File: src/design/assert_macros.svh
// assertion macros shared by the design files
// no dependencies; included by modules that carry assertions
`ifndef ASSERT_MACROS_SVH
`define ASSERT_MACROS_SVH
`ifndef SYNTHESIS
`define ITOA_ASSERT(lbl, prop, msg) \
  lbl: assert property (@(posedge clk_i) disable iff (!rst_ni) prop) \
    else $error(msg);
`define ITOA_ASSERT_NEVER(lbl, cond, msg) \
  lbl: assert property (@(posedge clk_i) disable iff (!rst_ni) !(cond)) \
    else $error(msg);
`else
`define ITOA_ASSERT(lbl, prop, msg)
`define ITOA_ASSERT_NEVER(lbl, cond, msg)
`endif
`endif

File: src/design/itoa_ram.sv
// generic single write port ram with registered read
// no dependencies
module itoa_ram #(
  parameter int WIDTH = 4,
  parameter int DEPTH = 32
) (
  input  logic                     clk_i,
  input  logic                     we_i,
  input  logic [$clog2(DEPTH)-1:0] waddr_i,
  input  logic [WIDTH-1:0]         wdata_i,
  input  logic [$clog2(DEPTH)-1:0] raddr_i,
  output logic [WIDTH-1:0]         rdata_o
);
  logic [WIDTH-1:0] mem_q [DEPTH];
  logic [WIDTH-1:0] rdata_q;

  always_ff @(posedge clk_i) begin
    if (we_i) begin
      mem_q[waddr_i] <= wdata_i;
    end
    rdata_q <= mem_q[raddr_i];
  end

  assign rdata_o = rdata_q;
endmodule

File: config.mk
export PLATFORM = sky130hd
export DESIGN_NAME = itoa_ram
export DESIGN_NICKNAME = d
export VERILOG_FILES = /design/src/design/assert_macros.svh /design/src/design/itoa_ram.sv
export SDC_FILE = /design/constraint.sdc
export NUM_CORES = 1
export LEC_CHECK = 0
export BUFFER_PORTS_ARGS = -buffer_cell sky130_fd_sc_hd__buf_4
export CAP_MARGIN = 20
export CORE_MARGIN = 5
export CORE_UTILIZATION = 27
export CTS_BUF_LIST = sky130_fd_sc_hd__clkbuf_4
export DETAILED_ROUTE_END_ITERATION = 16
export PLACE_DENSITY_LB_ADDON = 0.15
export SLEW_MARGIN = 20
export SYNTH_ARGS = -nofsm -noshare
export SYNTH_HDL_FRONTEND = slang
export SYNTH_SLANG_ARGS = --single-unit
File: constraint.sdc
create_clock -name clk_i -period 2 [get_ports clk_i]
set_clock_uncertainty 0.1 [all_clocks]
set_input_delay 0.1 -clock clk_i [delete_from_list [all_inputs] [get_ports clk_i]]
set_output_delay 0.1 -clock clk_i [all_outputs]
set_load 0.005 [all_outputs]
* Word-level counts from Yosys, hierarchy flattened *
Memory sizes are Yosys's and may differ from the RTL's. A register that Yosys moved wholly into a read port is not among the register bits.
Index checks and enable logic that the tools add are counted.

word-level totals
  flip-flop bits (word level) = 0
  memory bits (writable) = 128
  bits of input ports = 16
  output and inout bits = 4
  word-level logic and storage cells = 3
  memories kept = 1

operators by class
  multiplexer cells = 2

memories
  memory  depth  bits a word  rd ports  clocked after memory_dff  wr ports  line            source
  mem_q   32     4            1         1                         1         itoa_ram.sv:14  logic [WIDTH-1:0] mem_q [DEPTH];

operators by type and width
  cell               count
  two-way mux 1 bit  2

* Longest topological paths before layout *
  word-level depth = 2
  depth in mapped cells = 5
  mapped depth without buffers = 3

* Least setup slack after synthesis *
No wires, ideal clock.

  kind = input port to flip-flop
  from = in raddr_i[0]
  to = reg rdata_q[0], in the netlist rdata_o[0] (read register of mem_q)
  setup time = 121 ps
  arrival time = 1,650 ps
  required time = 1,779 ps
  path slack = 129 ps
  cell stages on the path = 5
  path buffers = 2
  path through = buf_2 > buf_6 > mux4_2 > mux4_2 > mux2_2

RTL lines
  item             line            source
  start, declared  itoa_ram.sv:11  input logic [$clog2(DEPTH)-1:0] raddr_i,
  end, declared    itoa_ram.sv:15  logic [WIDTH-1:0] rdata_q;

==> results.py <==
metrics = {
    "yosys": {
        "yosysTopAreaCell": "edfxtp_1",
        "syn-num-nets": 247,
        "syn_area_mm2": 0.005139,
        "synth.top_cell.area_share": 0.7480,
        "ys_seq_area_frac": 0.7636,
        "synth.distinct_cells": 14,
        "avgSynthCellArea_um2": 22.25,
        "synthCells": 231,
        "synth_seq_cells": 132,
        "yosys_warnings": 0,
        "synth_area_leaders": "edfxtp_1 75%, mux4_2 18%, nor2_1 2.4%",
    },
    "cts": {
        "cts_buffers": 17,
        "max-clock-path-buffers": 2,
        "cts_resized": 0,
        "clockRootBuffer": "clkbuf_4",
        "post_cts_buffers": 0,
        "clock_latency_ns": 0.53,
        "cts_tree": "built",
        "path_clk_slew_ns": 0.11,
        "cts.sinks": 132,
        "cts_max_level": 4,
    },
    "pwr": {
        "p_leak_nw": 1.808,
        "power_density_mw_per_mm2": 827.7,
        "ir_worst_vdd_mv": 0.2783,
    },
    "global_routing": {
        "grt_pass1_wl_um": 17470,
        "grt_max_degree": 33,
        "antenna_found_initial": 1,
        "grt_overflow": 0,
        "grt_pass1_vias": 2575,
        "grtUsageTotal": 0.1120,
    },
    "floorplan": {
        "die-area_mm2": 0.02189,
        "io_pins": 20,
        "core-area_mm2": 0.01871,
        "die_height_um": 148.0,
        "fp.dieW_um": 148.0,
        "start_util": 0.2747,
        "row_count": 50,
    },
    "critical_path": {
        "cpLargestDelayFamily": "multiplexers",
        "critPathSlowestCell": "mux4_2",
        "worst_setup_path_start_kind": "flop",
        "cp_cell_sequence": "mux4_2 > mux4_2 > mux2_2",
        "path_max_fanout": 1,
        "worstSetupPathType": "flop to flop",
        "cpMostUsedCell": "mux4_2",
        "crit_arrival_ns": 2.22,
        "path_buf_inv": 0,
        "critical_path_required_ns": 2.31,
        "endpoint_kind": "flop",
        "slowest_delay_ns": 0.53,
    },
    "timing": {
        "final_hold_viol_count": 0,
        "drv_slew": 0,
        "worst_pin_slew_ns": 0.5017,
        "setup_viol": 0,
        "slew_headroom": 0.6646,
        "fin_crit_ns": 1.905,
        "finalCritPeriodShare": 0.9523,
        "tns_ns": 0,
        "fmax_mhz": 525.0,
        "rsz0062_at_grt": "no",
    },
    "cells_and_area": {
        "fin_nets": 290,
        "final_common_cell": "edfxtp_1",
        "design_area_mm2": 0.005902,
        "area_growth_pct": 14.85,
        "final_cells": 522,
        "final_util": 0.3155,
        "drive_above_1_share": 0.3659,
        "final_cell_mix": "128 x edfxtp_1, 40 x mux4_2, 33 x nor2_1",
    },
    "drt": {
        "wl_per_cell_um": 21.57,
        "dr.pass1.iters": 4,
        "avgViaCountPerCell": 4.554,
        "num_vias": 2377,
        "drt_iter0_drc": 205,
        "drc": 0,
        "drtAntennaViolNets": 0,
        "wirelength_um": 11260,
    },
    "placement": {
        "gp_congestion": 0.6839,
        "place_inst": 483,
        "port_buffers": 19,
        "place_area_mm2": 0.005618,
        "dp_hpwl_um": 7533,
    },
    "run": {
        "maxCapViolations": 0,
    },
    "hold_path": {
        "hold_path.class": "primary input to flop",
    },
    "run_status": {
        "status": "completed",
    },
}
-- power breakdown --
part	total (W)	internal (W)	switching, W
sequential	0.00308	0.00307	0.0000126
combinational	0.000341	0.000166	0.000175
clock	0.00146	0.000527	0.000934
-- Yosys cell counts --
cell type  instances
dfxtp_1            4
nand3_1            2
edfxtp_1         128
nor2_1            33
nand2_1            1
or3b_2             3
clkbuf_1           2
nand3b_1           5
buf_1              4
buf_6              3
mux2_2             4
buf_2              1
mux4_2            40
or3_1              1
-- area by class of cell --
type / instances / area (µm²)
fillers: 1778 / 12800
flip-flops and latches: 132 / 3924
multi-input cells: 89 / 1154
repair buffers: 34 / 307.8
well taps: 234 / 292.8
clock buffers: 21 / 157.7
clock inverters: 11 / 63.81
diodes: 1 / 2.502
-- logic make-up (layout without fill, tap and decap cells) --
family,count (synthesis),in the layout,synth area share
buffers and inverters,10,66,0.01193
DFF,132,132,0.7636
muxes,44,44,0.1841
other,0,1,0
and+or+nand+nor,45,45,0.04042
-- per-stage QoR --
stage          hold slack [ns]  power, W  setup slack (ns)
2_1_floorplan          0.09887  0.003316            0.1288
4_1_cts               0.007401  0.004969           0.08556
5_1_grt               0.005861  0.005120           0.05985
6_report               0.06352  0.004885           0.09531
3_5_place_dp            0.3252  0.003489          -0.03058
3_3_place_gp            0.3171  0.003488          -0.03876
-- what timing repair did --
action | 4_1_cts | 5_1_grt
hold endpoints to repair | 132 | 0
endpoints found under the setup margin | 0 | 0
hold buffers | 6 | 0
-- worst min-delay path: stages --
cell    delay (ns)
buf_4         0.13
or3b_2        0.16
nor2_1        0.11
-- state kept, by name, indices dropped and copies added (netlist names) --
signal,cells
mem_q,128
rdata_o,4
-- path summary, 6_finish.rpt --
path	start	end	slack, ns	cells after the start
max	mem_q[31][3]$_DFFE_PP_	rdata_o[3]$_DFF_P_	0.1	3
min	waddr_i[3]	mem_q[18][2]$_DFFE_PP_	0.06	3
max reg2reg	mem_q[31][3]$_DFFE_PP_	rdata_o[3]$_DFF_P_	0.1	3
min reg2reg	mem_q[5][2]$_DFFE_PP_	rdata_o[2]$_DFF_P_	0.79	3
-- metal layers --
layer | vias up | global-route usage | routed length (µm)
li1 | 1053 | - | -
met1 | 1241 | 0.1592 | 5420
met2 | 67 | 0.1617 | 5093
met3 | 16 | 0.03464 | 561
met4 | 0 | 0.04157 | 185
met5 | - | 0 | 0
Note: power is estimated with default switching activity, not from simulation.
